<file path="src/rtl/pm_pkg.sv">
// ----------------------------------------------------------------------------
// pm_pkg
// Shared constants, command codes and cell control type for the polynomial
// multiplier.
// ----------------------------------------------------------------------------
`default_nettype none

package pm_pkg;

   localparam int MAX_DEGREE  = 31;
   localparam int COEFF_WIDTH = 16;

   localparam int CELLS       = MAX_DEGREE + 1;
   localparam int CELL_IDX_W  = (CELLS > 1) ? $clog2(CELLS) : 1;
   localparam int SUM_WIDTH   = 40;

   // fixed field widths of the stream items
   localparam int CMD_WIDTH   = 2;
   localparam int IDX_WIDTH   = 5;
   localparam int IN_WIDTH    = 16;
   localparam int POWER_WIDTH = 6;

   // the command travels in tuser, the other request fields in tdata
   localparam int REQ_FIELDS_W = IDX_WIDTH + IN_WIDTH + 2 * IDX_WIDTH;
   localparam int REQ_DATA_W   = ((REQ_FIELDS_W + 7) / 8) * 8;
   localparam int RSP_FIELDS_W = POWER_WIDTH + SUM_WIDTH;
   localparam int RSP_DATA_W   = ((RSP_FIELDS_W + 7) / 8) * 8;
   localparam int REQ_PAD      = REQ_DATA_W - REQ_FIELDS_W;
   localparam int RSP_PAD      = RSP_DATA_W - RSP_FIELDS_W;

   typedef enum logic [CMD_WIDTH-1:0] {
      CMD_LOAD_FIRST  = 2'd0,
      CMD_LOAD_SECOND = 2'd1,
      CMD_MULTIPLY    = 2'd2
   } cmd_type;

   // broadcast to every cell of the chain
   typedef struct packed {
      logic                   step;
      logic                   restart;
      logic [COEFF_WIDTH-1:0] x_value;
   } cell_ctrl_type;

endpackage

`default_nettype wire

</file>
<file path="src/rtl/pm_cell.sv">
// ----------------------------------------------------------------------------
// pm_cell
// One tap of the transposed convolution chain: holds one first-operand
// coefficient and a partial sum that moves one cell toward the output per step.
// ----------------------------------------------------------------------------
`default_nettype none

module pm_cell (
   input  wire logic                                clock,
   input  wire pm_pkg::cell_ctrl_type               ctrl,
   input  wire logic                                load_en,
   input  wire logic [pm_pkg::COEFF_WIDTH-1:0]      load_value,
   input  wire logic                                active,
   input  wire logic signed [pm_pkg::SUM_WIDTH-1:0] sum_in,
   output logic signed [pm_pkg::SUM_WIDTH-1:0]      sum_out
);

   logic signed [pm_pkg::COEFF_WIDTH-1:0]   coeff_ff;
   logic signed [2*pm_pkg::COEFF_WIDTH-1:0] product;
   logic signed [pm_pkg::SUM_WIDTH-1:0]     carry;
   logic signed [pm_pkg::SUM_WIDTH-1:0]     sum_ff;
   logic signed [pm_pkg::SUM_WIDTH-1:0]     sum_in_next;

   always_comb begin
      // cells above the first operand's degree contribute nothing
      if (active) begin
         product = coeff_ff * $signed(ctrl.x_value);
      end else begin
         product = '0;
      end
      // first step of a product drops what the neighbor still holds
      carry       = ctrl.restart ? '0 : sum_in;
      sum_in_next = pm_pkg::SUM_WIDTH'(product) + carry;
   end

   always_ff @(posedge clock) begin
      if (load_en) begin
         coeff_ff <= load_value;
      end
      if (ctrl.step) begin
         sum_ff <= sum_in_next;
      end
   end

   assign sum_out = sum_ff;

endmodule

`default_nettype wire

</file>
<file path="config.mk">
export PLATFORM = sky130hd
export DESIGN_NAME = pm_cell
export DESIGN_NICKNAME = d
export VERILOG_FILES = /design/src/rtl/pm_pkg.sv /design/src/rtl/pm_cell.sv
export SDC_FILE = /design/constraint.sdc
export NUM_CORES = 1
export LEC_CHECK = 0
export ABC_AREA = 1
export BUFFER_PORTS_ARGS = -buffer_cell sky130_fd_sc_hd__buf_4
export CAP_MARGIN = 15
export CORE_ASPECT_RATIO = 2
export CORE_MARGIN = 3
export CORE_UTILIZATION = 42
export DETAILED_ROUTE_END_ITERATION = 16
export PLACE_DENSITY = 0.61
export SLEW_MARGIN = 30
export SYNTH_ARGS = -nofsm -noshare
export SYNTH_HDL_FRONTEND = slang
export SYNTH_SLANG_ARGS = --single-unit
</file>
<file path="constraint.sdc">
create_clock -name clock -period 6.9 [get_ports clock]
set_clock_uncertainty 0.2 [all_clocks]
set_input_delay 0.69 -clock clock [delete_from_list [all_inputs] [get_ports clock]]
set_output_delay 0.69 -clock clock [all_outputs]
set_load 0.03 [all_outputs]
</file>
; ---- After elaboration in Yosys (flattened, before gate mapping)
; Cells that the tools add are included.
; Widths: inputs -> output; s select.
[totals]
output_inout_bits = 40
latch_bits = 0
in_bits = 77
regBits = 56
ramBits = 0
mem_bits_ro = 0
n_memories = 0
[op_classes]
n_shift = 0
bitwise_logic = 0
reduce_logical = 0
n_eq_ne = 0
mux = 2
add_sub_neg = 1
n_mul = 1
magnitude_cmp = 0
div = 0
[op_table]
columns = op, n
row1 = $add 32x40->40, 1
row2 = $mux 40, 1
row3 = $mul 16x16->32, 1
row4 = $mux 32, 1

; ---- Depth between registers and ports, before layout
; Gate-level depths: netlist (run 1).
[depth]
ltp_word = 3
ltp_mapped = 41

; ---- Worst setup path after synthesis (run 1)
; OpenSTA, ideal clock, no wires.
[synth_timing]
path_kind = input-to-reg
startpoint = input port ctrl[3] in the netlist's numbering
endpoint = register sum_ff (netlist bit sum_out[39]), data pin
t_arrival_ns = 7.071
n_path_buf = 2
slack_ns = -0.623
required_ns = 6.448
path_stages = 38
setup_ns = 0.252
cell_sequence = clkbuf_1 -> clkbuf_1 -> nand2_1 -> inv_1 -> fa_1 -> fa_1 -> fa_1 -> fa_1 -> fa_1 -> inv_1 -> fa_1 -> inv_1 -> ha_1 -> nand2_2 -> inv_1 -> nand2_1 -> and2_1 -> nand2_1 -> [... 2 more ...] -> nor2_1 -> nand2_1 -> nand2_2 -> nor2_4 -> ha_1 -> nand2_1 -> inv_1 -> nand2_1 -> inv_1 -> nand2_1 -> nor2_1 -> nand3_2 -> nand3_1 -> nand2_1 -> nand2_1 -> inv_1 -> nand2_1 -> nand2_1
[synth_between]
elab_chain_cells = 3
[synth_lines]
columns = item, line_no
row1 = "start, declared", pm_cell.sv:10  ; input wire pm_pkg::cell_ctrl_type ctrl,
row2 = $mul 16x16->32, pm_cell.sv:27  ; product = coeff_ff * $signed(ctrl.x_value);
row3 = $mux 32, pm_cell.sv:26  ; if (active) begin
row4 = $add 32x40->40, pm_cell.sv:33  ; sum_in_next = pm_pkg::SUM_WIDTH'(product) + carry;
row5 = "named net sum_in_next, one bit", pm_cell.sv:22  ; logic signed [pm_pkg::SUM_WIDTH-1:0] sum_in_next;
row6 = "end signal, assigned", pm_cell.sv:41  ; sum_ff <= sum_in_next;
row7 = "end, declared", pm_cell.sv:21  ; logic signed [pm_pkg::SUM_WIDTH-1:0] sum_ff;
; The timed path passes the listed nets, and every way through them passes these cells.
; A chain may end at the register's enable or synchronous reset.

; ---- Final worst setup path (run 1)
[layout_timing]
startpoint = register coeff_ff[15] in the netlist's numbering
endpoint = register sum_ff (netlist bit sum_out[35]), data pin
[layout_between]
elab_chain_cells = 3
[layout_lines]
columns = item, line_no
row1 = "start, declared", pm_cell.sv:18  ; logic signed [pm_pkg::COEFF_WIDTH-1:0] coeff_ff;
row2 = "start signal, assigned", pm_cell.sv:38  ; coeff_ff <= load_value;
row3 = $mul 16x16->32, pm_cell.sv:27
row4 = $mux 32, pm_cell.sv:26
row5 = $add 32x40->40, pm_cell.sv:33
row6 = "named net sum_in_next, one bit", pm_cell.sv:22
; The timed path passes the listed nets, and every way through them passes these cells.

==> report_table.html, run 1 <==
<table>
<tr><th>Metric</th><th>Value</th></tr>
<tr><th colspan="2">STA</th></tr>
<tr><td>Setup slack of the critical path after layout</td><td>-0.572 ns</td></tr>
<tr><td>Fin. Hold Viols</td><td>0</td></tr>
<tr><td>Time the final worst path needs with I/O delays and setup</td><td>7.47 ns</td></tr>
<tr><td>Final period utilization</td><td>108%</td></tr>
<tr><td>Worst Hold Slack</td><td>0.328 ns</td></tr>
<tr><td>Max-slew headroom at the worst pin</td><td>61.0%</td></tr>
<tr><td>Final-report setup violation count</td><td>21</td></tr>
<tr><td>FMAX</td><td>0.134 GHz</td></tr>
<tr><td>Total Neg Setup Slack</td><td>-6.61 ns</td></tr>
<tr><td>Final count of pins violating max slew</td><td>0</td></tr>
<tr><td>Slew of the pin with the lowest slew margin</td><td>0.585 ns</td></tr>
<tr><td>Setup repair after global routing missed its margin</td><td>yes</td></tr>
<tr><th colspan="2">Routing</th></tr>
<tr><td>Total number of vias</td><td>15400</td></tr>
<tr><td>DRC violations left</td><td>0</td></tr>
<tr><td>Met3 WL</td><td>1.46 mm</td></tr>
<tr><td>Met1 routed wirelength after detailed routing</td><td>16.9 mm</td></tr>
<tr><td>Per-cell via count in the routed design</td><td>4.97</td></tr>
<tr><td>Iter 0 DRT Violations</td><td>663</td></tr>
<tr><td>WL final</td><td>56.0 mm</td></tr>
<tr><td>Mean routed wirelength per cell</td><td>18.1 µm</td></tr>
<tr><td>Post-DRT Antenna Nets</td><td>0</td></tr>
<tr><td>Detailed-routed wire length on met2</td><td>32.4 mm</td></tr>
<tr><td>Number of iterations in the first detailed-routing pass</td><td>5</td></tr>
<tr><td>Top Layer Used</td><td>met4</td></tr>
<tr><th colspan="2">Floorplanning</th></tr>
<tr><td>Count of standard-cell rows</td><td>99</td></tr>
<tr><td>I/O pin count</td><td>117</td></tr>
<tr><td>Area of the core region</td><td>0.0367 mm²</td></tr>
<tr><td>Initial standard-cell utilization of the core</td><td>42.8%</td></tr>
<tr><td>Horizontal extent of the die</td><td>143 µm</td></tr>
<tr><td>Y dimension of the die</td><td>279 µm</td></tr>
<tr><td>Die Area</td><td>0.0398 mm²</td></tr>
<tr><th colspan="2">Finish</th></tr>
<tr><td>Final design utilization</td><td>63.7%</td></tr>
<tr><td>Fill count</td><td>3093</td></tr>
<tr><td>Area growth, synth to finish</td><td>48.8%</td></tr>
<tr><td>NumNets Final</td><td>3100</td></tr>
<tr><td>Sequential standard cell area</td><td>0.00168 mm²</td></tr>
<tr><td>Number of standard cells in the final layout excluding fillers</td><td>3095</td></tr>
<tr><td>Share of cells above drive strength 1</td><td>40.0%</td></tr>
<tr><td>Area of combinational cells with multiple inputs</td><td>0.0139 mm²</td></tr>
<tr><th colspan="2">Yosys</th></tr>
<tr><td>Most common cell in the synthesized netlist</td><td>sky130_fd_sc_hd__inv_1</td></tr>
<tr><td>Number of synthesis warnings</td><td>0</td></tr>
<tr><td>Register area share after synthesis</td><td>10.7%</td></tr>
<tr><td>Synthesized cell area</td><td>0.0157 mm²</td></tr>
<tr><td>Top cell types by occurrence after synthesis</td><td>579 x sky130_fd_sc_hd__inv_1, 520 x sky130_fd_sc_hd__nand2_1, 263 x sky130_fd_sc_hd__fa_1, 166 x sky130_fd_sc_hd__nor2_1, 121 x sky130_fd_sc_hd__ha_1</td></tr>
<tr><td>Fraction of registers with async set or reset after synthesis</td><td>0%</td></tr>
<tr><td>Cell type with the largest total area after synthesis</td><td>sky130_fd_sc_hd__fa_1</td></tr>
<tr><td>Top cells by area, synth</td><td>sky130_fd_sc_hd__fa_1 34%, sky130_fd_sc_hd__inv_1 14%, sky130_fd_sc_hd__nand2_1 12%, sky130_fd_sc_hd__edfxtp_1 11%, sky130_fd_sc_hd__ha_1 9.7%</td></tr>
<tr><td>Most common flop cell mapped by yosys</td><td>sky130_fd_sc_hd__edfxtp_1</td></tr>
<tr><td>Number of enable flip-flop cells after synthesis</td><td>56</td></tr>
<tr><td>Post-Syn Instances</td><td>2127</td></tr>
<tr><td>Library cells used by synthesis</td><td>45</td></tr>
<tr><td>Syn avg cell area</td><td>7.38 µm²</td></tr>
<tr><td>Fraction of post-synthesis cell area in the top cell type by area</td><td>33.6%</td></tr>
<tr><td>Post-Synthesis Net Count</td><td>2588</td></tr>
<tr><td>#FFs+latches synth</td><td>56</td></tr>
<tr><th colspan="2">Clocking</th></tr>
<tr><td>Maximum clock path buffer count</td><td>2</td></tr>
<tr><td>Hold bufs inserted after CTS</td><td>0</td></tr>
<tr><td>Clock tree from TritonCTS</td><td>yes</td></tr>
<tr><td>Clock-pin slew on the worst setup and hold paths</td><td>0.09 ns</td></tr>
<tr><td>H-tree levels</td><td>2</td></tr>
<tr><td>TritonCTS Buffers</td><td>5</td></tr>
<tr><td>Clk root buf</td><td>sky130_fd_sc_hd__clkbuf_16</td></tr>
<tr><td>Clock latency of the later-clocked register in the worst-skew pair</td><td>0.33 ns</td></tr>
<tr><td>Clock sink count</td><td>56</td></tr>
<tr><th colspan="2">Worst setup path</th></tr>
<tr><td>Worst Path Max Fanout</td><td>7</td></tr>
<tr><td>Kind of start point of the critical path</td><td>flop</td></tr>
<tr><td>Critical path data required time</td><td>6.78 ns</td></tr>
<tr><td>Max incr delay on CP</td><td>0.67 ns</td></tr>
<tr><td>Worst Setup Path Type</td><td>flop to flop</td></tr>
<tr><td>Data arrival time of the critical path</td><td>7.36 ns</td></tr>
<tr><td>Master of the slowest instance on the critical path</td><td>sky130_fd_sc_hd__fa_2</td></tr>
<tr><td>Crit path capture type</td><td>flop</td></tr>
<tr><th colspan="2">GRT</th></tr>
<tr><td>Overall track demand over capacity in global routing</td><td>28.2%</td></tr>
<tr><td>Pin count of the biggest net entering global routing</td><td>41</td></tr>
<tr><td>First-pass GRT wire length</td><td>86.3 mm</td></tr>
<tr><td>Vias in the first global route</td><td>17100</td></tr>
<tr><td>Antenna violations before repair</td><td>0</td></tr>
<tr><td>Gr ovfl total</td><td>0</td></tr>
<tr><th colspan="2">Placement</th></tr>
<tr><td>Count of buffers from port buffering</td><td>116</td></tr>
<tr><td>HPWL after detailed placement</td><td>46.6 mm</td></tr>
<tr><td>Last weighted congestion value of the routability-driven placer</td><td>0.995</td></tr>
<tr><td>Cell count after placement</td><td>2977</td></tr>
<tr><th colspan="2">Run status</th></tr>
<tr><td>Outcome</td><td>complete, but fails checks</td></tr>
<tr><td>Violations in the final reports</td><td>negative setup slack</td></tr>
<tr><th colspan="2">Run</th></tr>
<tr><td>Max-cap viol count</td><td>0</td></tr>
<tr><th colspan="2">Hold path</th></tr>
<tr><td>Worst Hold Class</td><td>primary input to flop</td></tr>
</table>
final cells by class:
type                    count  area share [%]
repair buffers            568            20.5
repair inverters            1          0.0322
diodes                      1          0.0107
inverters                 586            9.55
clock inverters             3          0.0911
clock buffers               5           0.536
flip-flops and latches     56            7.20
well taps                 454            2.43
multi-input cells        1421            59.7
what timing repair did:
action                     4_1_cts  5_1_grt
buffers inserted                81       33
setup endpoints to repair       27       28
cloned                           1        0
gates resized for setup        401      256
pin swaps                      167      154
cell usage in the layout (no fill, tap or decap), types with 25 or more instances in the layout:
cell,count
sky130_fd_sc_hd__inv_1,515
sky130_fd_sc_hd__a21oi_1,32
sky130_fd_sc_hd__nor2_2,39
sky130_fd_sc_hd__buf_6,72
sky130_fd_sc_hd__fa_1,244
sky130_fd_sc_hd__buf_4,476
sky130_fd_sc_hd__nand2_2,78
sky130_fd_sc_hd__nand3_1,32
sky130_fd_sc_hd__ha_1,80
sky130_fd_sc_hd__nor2_4,45
sky130_fd_sc_hd__a21oi_4,25
sky130_fd_sc_hd__nor2_1,98
sky130_fd_sc_hd__edfxtp_1,56
sky130_fd_sc_hd__ha_4,38
sky130_fd_sc_hd__nand2_4,46
sky130_fd_sc_hd__a21oi_2,32
sky130_fd_sc_hd__nand2_1,413
sky130_fd_sc_hd__inv_2,60
path summary, 6_finish.rpt:
path / start / end / slack [ns] / cells past startpoint
max reg2reg: coeff_ff[15] / sum_out[35] / -0.57 / 35
max: coeff_ff[15] / sum_out[35] / -0.57 / 35
min: load_value[12] / coeff_ff[12] / 0.33 / 1
min reg2reg: coeff_ff[0] / sum_out[0] / 0.97 / 4
flip-flops by register name, summed over array words and instances (netlist names):
signal,count
coeff_ff,16
sum_out,40
per-stage QoR:
step / cell area (µm²) / setup WS (ns)
2_1_floorplan: 16000 / -0.257
3_3_place_gp: 19800 / -1.40
3_5_place_dp: 19800 / -1.39
4_1_cts: 22100 / -0.538
5_1_grt: 23300 / -0.810
6_report: 23300 / -0.572
kinds of logic after synthesis:
family	share of synthesized area (%)
and+or+nand+nor	21.3
AOI/OAI and AO/OA	7.16
adders and majority gates	43.2
DFF	10.7
buffers and inverters	15.6
xor gates and xnor gates	2.01
worst max-delay path: cells and delay by family, from the launching register on:
kind | cells | cell delay [ns]
DFF | 1 | 0.39
buffers and inverters | 12 | 1.21
adders and majority gates | 8 | 3.80
xor gates and xnor gates | 1 | 0.08
AOI/OAI and AO/OA | 1 | 0.14
and+or+nand+nor | 13 | 1.40
metal layers:
layer | vias up | track usage, %
met4 | 0 | 22.7
met2 | 403 | 54.9
met1 | 7505 | 25.4
met5 | - | 0
li1 | 7270 | -
met3 | 212 | 2.29
Power of run 1 is left out: the tool's default activity adds up to more than one toggle a clock period on the data nets, which glitch-free logic cannot reach.
==> run 2: changes to the inputs <==
--- a/config.mk
+++ b/config.mk
@@ -10,9 +10,9 @@
 export CAP_MARGIN = 15
 export CORE_ASPECT_RATIO = 2
 export CORE_MARGIN = 3
-export CORE_UTILIZATION = 42
+export CORE_UTILIZATION = 50
 export DETAILED_ROUTE_END_ITERATION = 16
-export PLACE_DENSITY = 0.61
+export PLACE_DENSITY = 0.71
 export SLEW_MARGIN = 30
 export SYNTH_ARGS = -nofsm -noshare
 export SYNTH_HDL_FRONTEND = slang
==> run 2 against run 1 <==
  * The run still ends with negative setup slack left
  * First-iteration DRC count grew 0.30%
  * Non-clock buffer count decreased by 37
  * Hold slack better by 0.0014 ns
==> report_table.html, run 2 (synthesis gave the netlist of run 1 again) <==
<table>
<tr><th>Metric</th><th>Value</th></tr>
<tr><th colspan="2">Run status</th></tr>
<tr><td>Outcome</td><td>complete, but fails checks</td></tr>
<tr><td>Violations in the final reports</td><td>negative setup slack</td></tr>
<tr><th colspan="2">Clocking</th></tr>
<tr><td>Clock tree from TritonCTS</td><td>yes</td></tr>
<tr><td>Clk root buf</td><td>sky130_fd_sc_hd__clkbuf_16</td></tr>
<tr><td>Maximum clock path buffer count</td><td>2 (unchanged)</td></tr>
<tr><td>Clock-pin slew on the worst setup and hold paths</td><td>0.09 ns (about the same)</td></tr>
<tr><td>Clock sink count</td><td>56 (unchanged)</td></tr>
<tr><td>TritonCTS Buffers</td><td>5 (unchanged)</td></tr>
<tr><td>Clock latency of the later-clocked register in the worst-skew pair</td><td>0.33 ns (about the same)</td></tr>
<tr><td>H-tree levels</td><td>2 (unchanged)</td></tr>
<tr><th colspan="2">Worst setup path</th></tr>
<tr><td>Crit path capture type</td><td>flop</td></tr>
<tr><td>Master of the slowest instance on the critical path</td><td>sky130_fd_sc_hd__fa_2</td></tr>
<tr><td>Worst reg-to-reg setup slack</td><td>-0.77 ns (-0.20 ns)</td></tr>
<tr><td>Worst Path Max Fanout</td><td>8 (+1)</td></tr>
<tr><td>Reg2reg path depth</td><td>34 (-2.9%)</td></tr>
<tr><td>Worst flop-to-flop path endpoint</td><td>sum_out[38]</td></tr>
<tr><td>Worst reg2reg startpoint</td><td>coeff_ff[15]</td></tr>
<tr><td>Dominant delay contributor by cell family on the critical path</td><td>adder cells</td></tr>
<tr><td>Data arrival time of the critical path</td><td>7.55 ns (+0.19 ns)</td></tr>
<tr><td>Critical path data required time</td><td>6.79 ns (about the same)</td></tr>
<tr><td>Kind of start point of the critical path</td><td>flop</td></tr>
<tr><td>Crit path buffers/inverters</td><td>11 (-1)</td></tr>
<tr><td>Max incr delay on CP</td><td>0.62 ns (-0.05 ns)</td></tr>
<tr><td>Worst Setup Path Type</td><td>flop to flop</td></tr>
<tr><th colspan="2">Floorplanning</th></tr>
<tr><td>Y dimension of the die</td><td>257 µm (-8.2%)</td></tr>
<tr><td>Count of standard-cell rows</td><td>91 (-8.1%)</td></tr>
<tr><td>Initial standard-cell utilization of the core</td><td>50.8% (+8.1 points)</td></tr>
<tr><td>Area of the core region</td><td>0.0309 mm² (-16%)</td></tr>
<tr><td>Horizontal extent of the die</td><td>131 µm (-8.0%)</td></tr>
<tr><td>I/O pin count</td><td>117 (unchanged)</td></tr>
<tr><td>Die Area</td><td>0.0337 mm² (-16%)</td></tr>
<tr><th colspan="2">Routing</th></tr>
<tr><td>Per-cell via count in the routed design</td><td>5.13 (+3.1%)</td></tr>
<tr><td>WL final</td><td>54.5 mm (-2.7%)</td></tr>
<tr><td>Mean routed wirelength per cell</td><td>18.0 µm (-0.29%)</td></tr>
<tr><td>Iter 0 DRT Violations</td><td>665 (+0.30%)</td></tr>
<tr><td>Number of iterations in the first detailed-routing pass</td><td>5 (unchanged)</td></tr>
<tr><td>Total number of vias</td><td>15500 (+0.64%)</td></tr>
<tr><td>Post-DRT Antenna Nets</td><td>0 (unchanged)</td></tr>
<tr><td>DRC violations left</td><td>0 (unchanged)</td></tr>
<tr><th colspan="2">Placement</th></tr>
<tr><td>Count of buffers from port buffering</td><td>116 (unchanged)</td></tr>
<tr><td>Last weighted congestion value of the routability-driven placer</td><td>0.968 (-2.7%)</td></tr>
<tr><td>Worst setup slack before clock tree synthesis</td><td>-1.30 ns (+0.0850 ns)</td></tr>
<tr><td>HPWL after detailed placement</td><td>44.4 mm (-4.9%)</td></tr>
<tr><th colspan="2">Finish</th></tr>
<tr><td>Flip-flop count of the largest register after layout</td><td>40 (unchanged)</td></tr>
<tr><td>Final design utilization</td><td>73.4% (+9.7 points)</td></tr>
<tr><td>Fill count</td><td>2278 (-26%)</td></tr>
<tr><td>Share of cells above drive strength 1</td><td>38.0% (-2.0 points)</td></tr>
<tr><td>NumNets Final</td><td>3062 (-1.2%)</td></tr>
<tr><td>Most common cell after layout, fill and taps aside</td><td>sky130_fd_sc_hd__inv_1</td></tr>
<tr><td>Diode count</td><td>0 (-1)</td></tr>
<tr><td>Area growth, synth to finish</td><td>44.4%</td></tr>
<tr><td>Highest-count cells in the layout ignoring fill and taps</td><td>520 x sky130_fd_sc_hd__inv_1, 440 x sky130_fd_sc_hd__buf_4, 422 x sky130_fd_sc_hd__nand2_1</td></tr>
<tr><th colspan="2">Hold path</th></tr>
<tr><td>Worst Hold Class</td><td>primary input to flop</td></tr>
<tr><td>End point of the most critical hold path</td><td>coeff_ff[11]</td></tr>
<tr><td>Hold_sp</td><td>load_value[11]</td></tr>
<tr><td>Hold Crit Depth</td><td>1 (unchanged)</td></tr>
<tr><th colspan="2">STA</th></tr>
<tr><td>Final-report setup violation count</td><td>26 (+24%)</td></tr>
<tr><td>Max-slew headroom at the worst pin</td><td>63.2% (+2.1 points)</td></tr>
<tr><td>Final count of pins violating max slew</td><td>0 (unchanged)</td></tr>
<tr><td>Time the final worst path needs with I/O delays and setup</td><td>7.67 ns (+0.196 ns)</td></tr>
<tr><td>Slew of the pin with the lowest slew margin</td><td>0.552 ns (-0.0322 ns)</td></tr>
<tr><td>FMAX</td><td>0.130 GHz (-2.6%)</td></tr>
<tr><td>Setup repair after global routing missed its margin</td><td>yes</td></tr>
<tr><td>Fin. Hold Viols</td><td>0 (unchanged)</td></tr>
<tr><td>Setup slack of the critical path after layout</td><td>-0.768 ns (-0.196 ns)</td></tr>
<tr><td>Final period utilization</td><td>111% (+2.8 points)</td></tr>
<tr><th colspan="2">GRT</th></tr>
<tr><td>Vias in the first global route</td><td>17000 (-1.0%)</td></tr>
<tr><td>First-pass GRT wire length</td><td>83.7 mm (-3.0%)</td></tr>
<tr><td>Antenna violations before repair</td><td>0 (unchanged)</td></tr>
<tr><td>Gr ovfl total</td><td>0 (unchanged)</td></tr>
<tr><td>Pin count of the biggest net entering global routing</td><td>41 (unchanged)</td></tr>
<tr><td>Overall track demand over capacity in global routing</td><td>31.7% (+3.5 points)</td></tr>
<tr><th colspan="2">Run</th></tr>
<tr><td>Max-cap viol count</td><td>0 (unchanged)</td></tr>
</table>
## run 2: cell count changes in the layout (fill, tap and decap cells not counted), sizes merged
cell	before	now
buf	568	531
bufinv	0	1
clkbuf	5	6
clkinv	2	1
clkinvlp	3	1
diode	1	0
## run 2: worst reg2reg max path, delay by kind of cell, from the launching register on
kind	cells	cell delay [ns]
adders and majority gates	8	3.75
and+or+nand+nor	12	1.44
DFF	1	0.42
AOI/OAI and AO/OA	3	0.47
buffers and inverters	11	1.14
## run 2: per-stage QoR
stage | hold WS, ns | cell area (µm²) | setup TNS [ns] | cells
6_report | 0.329 | 22600 | -10.54 | 3020
5_1_grt | 0.327 | 22600 | -16.35 | 3020
4_1_cts | 0.325 | 21300 | -8.67 | 2977
3_5_place_dp | 0.670 | 19500 | -24.79 | 2912
3_3_place_gp | 0.669 | 19500 | -22.94 | 2912
2_1_floorplan | 0.567 | 16000 | -1.23 | 2127
## run 2: worst max path at each step
stage | depth (start not counted) | startpoint | to | slack, ns
6_report | 34 | coeff_ff[15] | sum_out[38] | -0.77
5_1_grt | 34 | ctrl[5] | sum_out[34] | -0.94
4_1_cts | 31 | coeff_ff[15] | sum_out[34] | -0.68
3_5_place_dp | 32 | ctrl[1] | sum_out[32] | -1.30
3_3_place_gp | 32 | ctrl[1] | sum_out[32] | -1.21
2_1_floorplan | 35 | ctrl[3] | sum_out[39] | -0.26
## run 2: cell type report
class | count | area, µm² | area share [%]
multi-input combinational | 1421 | 13600 | 60.1
timing repair buffer | 531 | 4450 | 19.7
inverter | 586 | 2210 | 9.75
sequential | 56 | 1680 | 7.42
tap | 418 | 523 | 2.31
clock buffer | 6 | 129 | 0.569
clock inverter | 2 | 38.8 | 0.171
## run 2: routing by layer
metal / up-vias / GRT usage [%] / routed length [µm]
li1: 7197 / - / -
met1: 7537 / 28.4 / 16200
met2: 486 / 63.6 / 31000
met3: 269 / 2.34 / 1550
met4: 0 / 24.7 / 5730
met5: - / 0 / 0
## run 2: repair_timing
item                       in CTS  in global routing
setup endpoints to repair      28                 28
hold buffers                    0                  0
resized for setup             300                279
setup buffers                  61                 50
pin swaps                     120                145
Power of run 2 is left out for the same reason.
